`config.mk`:
```
export PLATFORM = sky130hd
export DESIGN_NAME = first_fit_heap_allocator_core
export DESIGN_NICKNAME = d
export VERILOG_FILES = /design/src/sv/ffha_pkg.sv /design/src/sv/first_fit_heap_allocator_core.sv
export SDC_FILE = /design/constraint.sdc
export NUM_CORES = 2
export LEC_CHECK = 0
export BUFFER_PORTS_ARGS = -buffer_cell sky130_fd_sc_hd__buf_4
export CORE_MARGIN = 2
export CORE_UTILIZATION = 40
export DETAILED_ROUTE_END_ITERATION = 8
export HOLD_SLACK_MARGIN = 0.12
export RECOVER_POWER = 25
export SLEW_MARGIN = 20
export SYNTH_ARGS = -nofsm -noshare
export SYNTH_HDL_FRONTEND = slang
export SYNTH_SLANG_ARGS = --single-unit
```
`constraint.sdc`:
```
create_clock -name clk_i -period 10.5 [get_ports clk_i]
set_input_delay 0 -clock clk_i [delete_from_list [all_inputs] [get_ports clk_i]]
set_output_delay 0 -clock clk_i [all_outputs]
set_load 0.01 [all_outputs]
```
`src/sv/ffha_pkg.sv`:
```
// types and constants of the first-fit heap allocator
`timescale 1ns / 1ps
`default_nettype none

package ffha_pkg;

  localparam int unsigned REQ_W    = 18;
  localparam int unsigned ADDR_W   = 32;
  localparam int unsigned STATUS_W = 3;
  localparam int unsigned SLACK_W  = 12;
  localparam int unsigned CFG_IDX_W = 1;

  localparam logic [ADDR_W-1:0]  HEAP_BASE_RST = 32'hC000_0000;
  localparam logic [SLACK_W-1:0] SLACK_RST     = 12'd16;

  // configuration register indexes
  localparam logic [CFG_IDX_W-1:0] CFG_HEAP_BASE   = 1'b0;
  localparam logic [CFG_IDX_W-1:0] CFG_SPLIT_SLACK = 1'b1;

  // operation codes
  localparam logic OP_ALLOC = 1'b0;
  localparam logic OP_FREE  = 1'b1;

  // status codes
  localparam logic [STATUS_W-1:0] ST_ALLOC     = 3'd0;
  localparam logic [STATUS_W-1:0] ST_NO_MEM    = 3'd1;
  localparam logic [STATUS_W-1:0] ST_FREED     = 3'd2;
  localparam logic [STATUS_W-1:0] ST_NULL      = 3'd3;
  localparam logic [STATUS_W-1:0] ST_NOT_FOUND = 3'd4;

  typedef enum logic [4:0] {
    S_IDLE  = 5'b00001,
    S_READ  = 5'b00010,
    S_CHECK = 5'b00100,
    S_SPLIT = 5'b01000,
    S_DONE  = 5'b10000
  } state_e;

endpackage

`default_nettype wire

```
`src/sv/first_fit_heap_allocator_core.sv`:
```
// first-fit heap allocator with block splitting, segment table in one memory
//
// usage
//   request word on in_*: operation (allocate or free), request_bytes for an
//   allocate, block_address for a free. one result word on out_*: the granted
//   address (zero unless allocated) and a status code.
//   configuration (heap base, split slack) through cfg_we_i while idle.
// request handling
//   one request at a time. the chain of segments is walked through the
//   segment memory, a read state and then a check state per visited segment;
//   a hit that splits its segment passes a split state before the done state,
//   a miss ends when the chain runs out, a null free goes straight to done.
//   a new request is taken as soon as the previous result sits in the output
//   register, even if the receiver has not yet taken it.
// reset
//   one free segment covering the heap less one header; entry 0 is supplied
//   by a flag until first written, so no clearing pass is needed.
// stall
//   a result waits in the done state while the output register is full and not being taken
`timescale 1ns / 1ps
`default_nettype none

module first_fit_heap_allocator_core #(
  parameter int unsigned MAX_SEGMENTS = 64,
  parameter int unsigned HEAP_BYTES   = 131072,
  parameter int unsigned HEADER_BYTES = 12
) (
  input  wire logic                                clk_i,
  input  wire logic                                rst_ni,
  // request channel
  input  wire logic                                in_valid_i,
  output logic                                     in_ready_o,
  input  wire logic                                operation_i,
  input  wire logic [ffha_pkg::REQ_W-1:0]          request_bytes_i,
  input  wire logic [ffha_pkg::ADDR_W-1:0]         block_address_i,
  // result channel
  output logic                                     out_valid_o,
  input  wire logic                                out_ready_i,
  output logic [ffha_pkg::ADDR_W-1:0]              granted_address_o,
  output logic [ffha_pkg::STATUS_W-1:0]            status_o,
  // configuration write port
  input  wire logic                                cfg_we_i,
  input  wire logic [ffha_pkg::CFG_IDX_W-1:0]      cfg_idx_i,
  input  wire logic [ffha_pkg::ADDR_W-1:0]         cfg_data_i
);

  // segment index incl. end marker, memory address, byte offsets, request size, compare width
  localparam int unsigned IW = $clog2(MAX_SEGMENTS + 1);
  localparam int unsigned AW = (MAX_SEGMENTS > 1) ? $clog2(MAX_SEGMENTS) : 1;
  localparam int unsigned SW = $clog2(HEAP_BYTES + 1);
  localparam int unsigned NW = ffha_pkg::REQ_W + 1;
  localparam int unsigned CW = ((SW > NW) ? SW : NW) + 2;

  typedef struct packed {
    logic [SW-1:0] start;
    logic [SW-1:0] size;
    logic          free;
    logic [IW-1:0] next;
  } seg_t;

  // segment memory, one write and one registered read per cycle
  seg_t seg_mem_q [MAX_SEGMENTS];
  seg_t rd_q;
  logic          mem_re;
  logic          mem_we;
  logic [AW-1:0] mem_raddr;
  logic [AW-1:0] mem_waddr;
  seg_t          mem_wdata;

  always_ff @(posedge clk_i) begin
    if (mem_we) begin
      seg_mem_q[mem_waddr] <= mem_wdata;
    end
    if (mem_re) begin
      rd_q <= seg_mem_q[mem_raddr];
    end
  end

  ffha_pkg::state_e state_q, state_d;
  logic                           op_q, op_d;
  logic [NW-1:0]                  need_q, need_d;
  logic [ffha_pkg::ADDR_W-1:0]    addr_q, addr_d;
  logic [IW-1:0]                  cur_q, cur_d;
  logic [IW-1:0]                  steps_q, steps_d;
  logic [IW-1:0]                  cnt_q, cnt_d;
  logic                           init0_q, init0_d;
  logic [ffha_pkg::ADDR_W-1:0]    res_addr_q, res_addr_d;
  logic [ffha_pkg::STATUS_W-1:0]  res_status_q, res_status_d;
  logic                           out_valid_q, out_valid_d;
  logic [ffha_pkg::ADDR_W-1:0]    out_addr_q, out_addr_d;
  logic [ffha_pkg::STATUS_W-1:0]  out_status_q, out_status_d;
  logic [ffha_pkg::ADDR_W-1:0]    heap_base_q;
  logic [ffha_pkg::SLACK_W-1:0]   slack_q;

  seg_t                        rst_seg;
  seg_t                        ent;
  logic                        link_ok;
  logic                        fits;
  logic                        do_split;
  logic [CW-1:0]               size_c;
  logic [CW-1:0]               need_c;
  logic [CW-1:0]               split_lim;
  logic [ffha_pkg::ADDR_W-1:0] user_addr;
  logic [NW-1:0]               req_round;
  logic                        in_fire;
  logic                        out_load;

  // segment 0 as it stands after reset
  always_comb begin
    rst_seg.start = '0;
    rst_seg.size  = SW'(HEAP_BYTES - HEADER_BYTES);
    rst_seg.free  = 1'b1;
    rst_seg.next  = IW'(MAX_SEGMENTS);
  end

  // entry 0 comes from the reset value until it is first written
  assign ent       = ((cur_q == '0) && init0_q) ? rst_seg : rd_q;
  assign link_ok   = (cur_q < cnt_q) && (steps_q < IW'(MAX_SEGMENTS));
  assign size_c    = CW'(ent.size);
  assign need_c    = CW'(need_q);
  assign split_lim = need_c + CW'(HEADER_BYTES) + CW'(slack_q);
  assign fits      = ent.free && (size_c >= need_c);
  assign do_split  = (size_c > split_lim) && (cnt_q < IW'(MAX_SEGMENTS));
  assign user_addr = heap_base_q + ffha_pkg::ADDR_W'(ent.start)
                   + ffha_pkg::ADDR_W'(HEADER_BYTES);

  // round the request up to a multiple of four bytes
  assign req_round = (NW'(request_bytes_i) + NW'(3)) & ~NW'(3);

  assign in_ready_o = (state_q == ffha_pkg::S_IDLE);
  assign in_fire    = in_valid_i && in_ready_o;
  assign out_load   = !out_valid_q || out_ready_i;
  assign mem_raddr  = cur_q[AW-1:0];

  always_comb begin
    state_d      = state_q;
    op_d         = op_q;
    need_d       = need_q;
    addr_d       = addr_q;
    cur_d        = cur_q;
    steps_d      = steps_q;
    cnt_d        = cnt_q;
    init0_d      = init0_q;
    res_addr_d   = res_addr_q;
    res_status_d = res_status_q;
    out_valid_d  = out_valid_q && !out_ready_i;
    out_addr_d   = out_addr_q;
    out_status_d = out_status_q;
    mem_re       = 1'b0;
    mem_we       = 1'b0;
    mem_waddr    = cur_q[AW-1:0];
    mem_wdata    = ent;

    case (state_q)
      ffha_pkg::S_IDLE: begin
        if (in_fire) begin
          op_d       = operation_i;
          need_d     = req_round;
          addr_d     = block_address_i;
          cur_d      = '0;
          steps_d    = '0;
          res_addr_d = '0;
          if ((operation_i == ffha_pkg::OP_FREE) && (block_address_i == '0)) begin
            res_status_d = ffha_pkg::ST_NULL;
            state_d      = ffha_pkg::S_DONE;
          end else begin
            state_d = ffha_pkg::S_READ;
          end
        end
      end

      ffha_pkg::S_READ: begin
        if (link_ok) begin
          mem_re  = 1'b1;
          state_d = ffha_pkg::S_CHECK;
        end else begin
          // chain exhausted without a hit
          res_addr_d   = '0;
          res_status_d = (op_q == ffha_pkg::OP_ALLOC) ? ffha_pkg::ST_NO_MEM
                                                       : ffha_pkg::ST_NOT_FOUND;
          state_d      = ffha_pkg::S_DONE;
        end
      end

      ffha_pkg::S_CHECK: begin
        if (op_q == ffha_pkg::OP_ALLOC) begin
          if (fits) begin
            res_addr_d   = user_addr;
            res_status_d = ffha_pkg::ST_ALLOC;
            if (do_split) begin
              // remainder becomes a new free segment at the end of the table
              mem_we          = 1'b1;
              mem_waddr       = cnt_q[AW-1:0];
              mem_wdata.start = ent.start + SW'(HEADER_BYTES) + SW'(need_q);
              mem_wdata.size  = ent.size - SW'(need_q) - SW'(HEADER_BYTES);
              mem_wdata.free  = 1'b1;
              mem_wdata.next  = ent.next;
              state_d         = ffha_pkg::S_SPLIT;
            end else begin
              mem_we         = 1'b1;
              mem_wdata.free = 1'b0;
              if (cur_q == '0) begin
                init0_d = 1'b0;
              end
              state_d = ffha_pkg::S_DONE;
            end
          end else begin
            cur_d   = ent.next;
            steps_d = steps_q + IW'(1);
            state_d = ffha_pkg::S_READ;
          end
        end else begin
          if (user_addr == addr_q) begin
            mem_we         = 1'b1;
            mem_wdata.free = 1'b1;
            if (cur_q == '0) begin
              init0_d = 1'b0;
            end
            res_addr_d   = '0;
            res_status_d = ffha_pkg::ST_FREED;
            state_d      = ffha_pkg::S_DONE;
          end else begin
            cur_d   = ent.next;
            steps_d = steps_q + IW'(1);
            state_d = ffha_pkg::S_READ;
          end
        end
      end

      ffha_pkg::S_SPLIT: begin
        // shrink the taken segment and link it to the new one
        mem_we         = 1'b1;
        mem_wdata.size = SW'(need_q);
        mem_wdata.free = 1'b0;
        mem_wdata.next = cnt_q;
        cnt_d          = cnt_q + IW'(1);
        if (cur_q == '0) begin
          init0_d = 1'b0;
        end
        state_d = ffha_pkg::S_DONE;
      end

      ffha_pkg::S_DONE: begin
        if (out_load) begin
          out_valid_d  = 1'b1;
          out_addr_d   = res_addr_q;
          out_status_d = res_status_q;
          state_d      = ffha_pkg::S_IDLE;
        end
      end

      default: begin
        state_d = ffha_pkg::S_IDLE;
      end
    endcase
  end

  // control state
  always_ff @(posedge clk_i or negedge rst_ni) begin
    if (!rst_ni) begin
      state_q     <= ffha_pkg::S_IDLE;
      cnt_q       <= IW'(1);
      init0_q     <= 1'b1;
      out_valid_q <= 1'b0;
      heap_base_q <= ffha_pkg::HEAP_BASE_RST;
      slack_q     <= ffha_pkg::SLACK_RST;
    end else begin
      state_q     <= state_d;
      cnt_q       <= cnt_d;
      init0_q     <= init0_d;
      out_valid_q <= out_valid_d;
      if (cfg_we_i) begin
        if (cfg_idx_i == ffha_pkg::CFG_HEAP_BASE) begin
          heap_base_q <= cfg_data_i;
        end
        if (cfg_idx_i == ffha_pkg::CFG_SPLIT_SLACK) begin
          slack_q <= cfg_data_i[ffha_pkg::SLACK_W-1:0];
        end
      end
    end
  end

  // payload registers
  always_ff @(posedge clk_i) begin
    op_q         <= op_d;
    need_q       <= need_d;
    addr_q       <= addr_d;
    cur_q        <= cur_d;
    steps_q      <= steps_d;
    res_addr_q   <= res_addr_d;
    res_status_q <= res_status_d;
    out_addr_q   <= out_addr_d;
    out_status_q <= out_status_d;
  end

  assign out_valid_o       = out_valid_q;
  assign granted_address_o = out_addr_q;
  assign status_o          = out_status_q;

endmodule

`default_nettype wire

```
==> reports/results.ini <==
[grt]
grt_pass1_vias=61800
grt_max_degree=122
antenna_found_initial=37
gr-total-overflow=0
grt_pass1_wl_mm=460
grt_usage_pct=20.5

[layout]
regArea_sq_mm=0.0914
layout_commonest_cell=edfxtp_1
fin_area_sq_mm=0.143
syn_to_final_growth_pct=16.5
nets=6503
layout_common_cells=edfxtp_1, mux4_2, clkbuf_16
multi_input_area_sq_mm=0.0314
drive_above_1_share_pct=27.9
nFillCells=25100

[critical_path]
cp-end-kind=flip-flop
max_stage_delay_ns=2.72
critPathLaunchType=flip-flop
critPathKind=reg2reg
cp_slowest_cell=clkbuf_1
cp_data_arrival_time_ns=10.14
r2r_setup_slack_ns=0.98
crit_top_cell=mux4_2
cp.required_ns=11.12
cp_max_fo=55
crit_family=buffers and inverters
worstPathCellList=clkbuf_1 > clkbuf_1 > clkbuf_2 > buf_4 > mux4_2 > mux4_2 > mux4_2
critPathBufInv=4

[power]
power.density_mw_per_mm2=241
leakagePower_nw=44.8
peakVddDrop_v=0.000165

[synthesis]
synth_fp_nets=5907
post_synth_num_cell_types=89
synth_largest_area_cell=edfxtp_1
yosys_warnings=0
synth.avg_cell_area_sq_um=21.7
synth-edff-count=2994
synth.cell_area_sq_mm=0.123
async_flop_share_pct=1.90
yosysTopAreaCellShare_pct=73.2
seq_area_frac_synth_pct=74.4
syn_inst=5664
ys_ff_latch=3052
synth-main-ff-cell=edfxtp_1
synthTopCellsByArea=edfxtp_1, mux4_2, ha_1

[timing]
tightest_slew_ns=4.18
skew_ns=0.0842
fin_crit_ns=9.52
hold_violations=0
hold_slack_ns=0.154
setup_violations=0
worst_slack_ns=0.977
drv_slew=1503
timing.final.crit_share_pct=90.7
slew_headroom_pct=-179
tns_ns=0
rsz0062_at_grt=false
fmax_mhz=105

[clock_network]
cts_root_buf=clkbuf_16
worstSkewPairLatency_ns=0.92
cts_made_buffers=319
clock-sinks=3052
cts_max_level=5
clk_pin_slew_ns=0.06
cts_buffer_depth=4
cts_tree=done

[die]
boundaryPins=126
fp.dieH_microns=558
die_w_microns=558
std_cell_rows=203
core_sq_mm=0.306
initial_core_util_pct=40.2
die_area_sq_mm=0.312

[placement]
postPlaceCellArea_sq_mm=0.131
io_buffers=125
place.detailed.hpwl_mm=191
pre_cts_ws_ns=2.08
place_congestion=0.853

[drt]
dr.pass1.iters=6
wire_per_inst_microns=30.3
ant_nets=0
drt_iter0_markers=7729
vias_per_cell=5.80
vias=61700
wl_mm=322
drc=0

[flow_run]
drv_cap=33

[status]
violations=capacitance limit, slew limit
status=complete, but fails checks

[worst_hold_path]
hold_path_class=in2reg

==> per-layer routing <==
metal  up-vias  GRT usage, %  part of all wire [%]
met2      2731          32.0                    47
met1     33400          30.8                    43
li1      25100             -                     -
met5         -             0                 0.016
met3       433          2.53                   7.6
met4         6          4.97                   2.4
==> cell usage after synthesis (14+ instances only) <==
| library cell | number |
|---|---|
| and3_1 | 32 |
| nand4_1 | 20 |
| a21oi_1 | 69 |
| and2_1 | 42 |
| edfxtp_1 | 2994 |
| a211oi_1 | 93 |
| ha_1 | 150 |
| mux2_2 | 42 |
| nand2_1 | 130 |
| a31oi_1 | 36 |
| mux4_2 | 904 |
| nand3_1 | 45 |
| o21ai_0 | 76 |
| nor3_1 | 40 |
| nor4_1 | 19 |
| clkbuf_1 | 184 |
| buf_1 | 80 |
| o21a_1 | 14 |
| inv_1 | 107 |
| a21o_1 | 39 |
| and4_1 | 14 |
| xnor2_1 | 70 |
| nor2_1 | 120 |
| nand2b_1 | 15 |
| buf_2 | 14 |
| xor2_1 | 46 |
| dfrtp_1 | 52 |
==> repair_timing <==
item	4_1_cts	5_1_grt
hold buffers	215	0
hold endpoints to repair	283	0
buffers inserted	0	0
resized for setup	0	0
==> layout make-up <==
class / count / area share [%]
clock inverter: 185 / 1.26
antenna: 11 / 0.0192
tap: 4100 / 3.58
sequential: 3052 / 63.8
multi-input combinational: 2218 / 21.9
inverter: 109 / 0.295
clock buffer: 403 / 5.91
timing repair buffer: 560 / 3.16
==> cells by family after synthesis <==
family	after synthesis	synth area share, %
simple gates	543	2.24
compound gates	438	2.48
flops	3052	74.4
buf+inv	394	1.26
mux	955	17.0
xor+xnor	128	1.05
fa+ha+maj	154	1.59
==> per-stage QoR <==
| step | power (mW) | utilization, % | instances |
|---|---|---|---|
| 2_1_floorplan | 20.1 | - | 5664 |
| 3_3_place_gp | 23.5 | 42.8 | 9818 |
| 3_5_place_dp | 23.5 | 42.8 | 9821 |
| 4_1_cts | 34.7 | 46.9 | 10600 |
| 5_1_grt | 35.7 | 46.8 | 10600 |
| 6_report | 34.5 | 46.8 | 10600 |
==> power breakdown <==
part           switching [mW]  internal (mW)
Combinational            5.38           4.01
Sequential              0.145           13.9
Clock                    4.75           6.36
==> registers in the layout (all words and copies together) (netlist names) <==
register	cells
seg_mem_q	2816
rd_q	44
addr_q	32
granted_address_o	32
heap_base_q	32
res_addr_q	32
need_q	17
slack_q	12
cnt_q	7
cur_q	7
steps_q	7
state_q	5
res_status_q	3
status_o	3
init0_q	1
op_q	1
out_valid_o	1
==> worst min-delay path, cell delays in order <==
cell	delay [ns]
dlygate4sd3_1	0.61
buf_4	0.16
inv_1	0.06
nor3_1	0.05
a21o_1	0.15
==> worst paths after layout <==
check                                                  from                             end  cells past startpoint
worst max register to register       cur_q[1]$_SDFFCE_PN0P_              rd_q[39]$_DFFE_PP_                      7
worst min-delay path                             in_valid_i          state_q[1]$_DFFE_PN0P_                      5
min in group asynchronous                            rst_ni          state_q[0]$_DFFE_PN1P_                      3
worst max-delay path                 cur_q[1]$_SDFFCE_PN0P_              rd_q[39]$_DFFE_PP_                      7
worst min register to register  res_addr_q[3]$_SDFFCE_PP0P_  granted_address_o[3]$_DFFE_PP_                      0
max in group asynchronous                            rst_ni          slack_q[5]$_DFFE_PN0P_                      4
No activity file was read; power rests on OpenSTA's default activity.
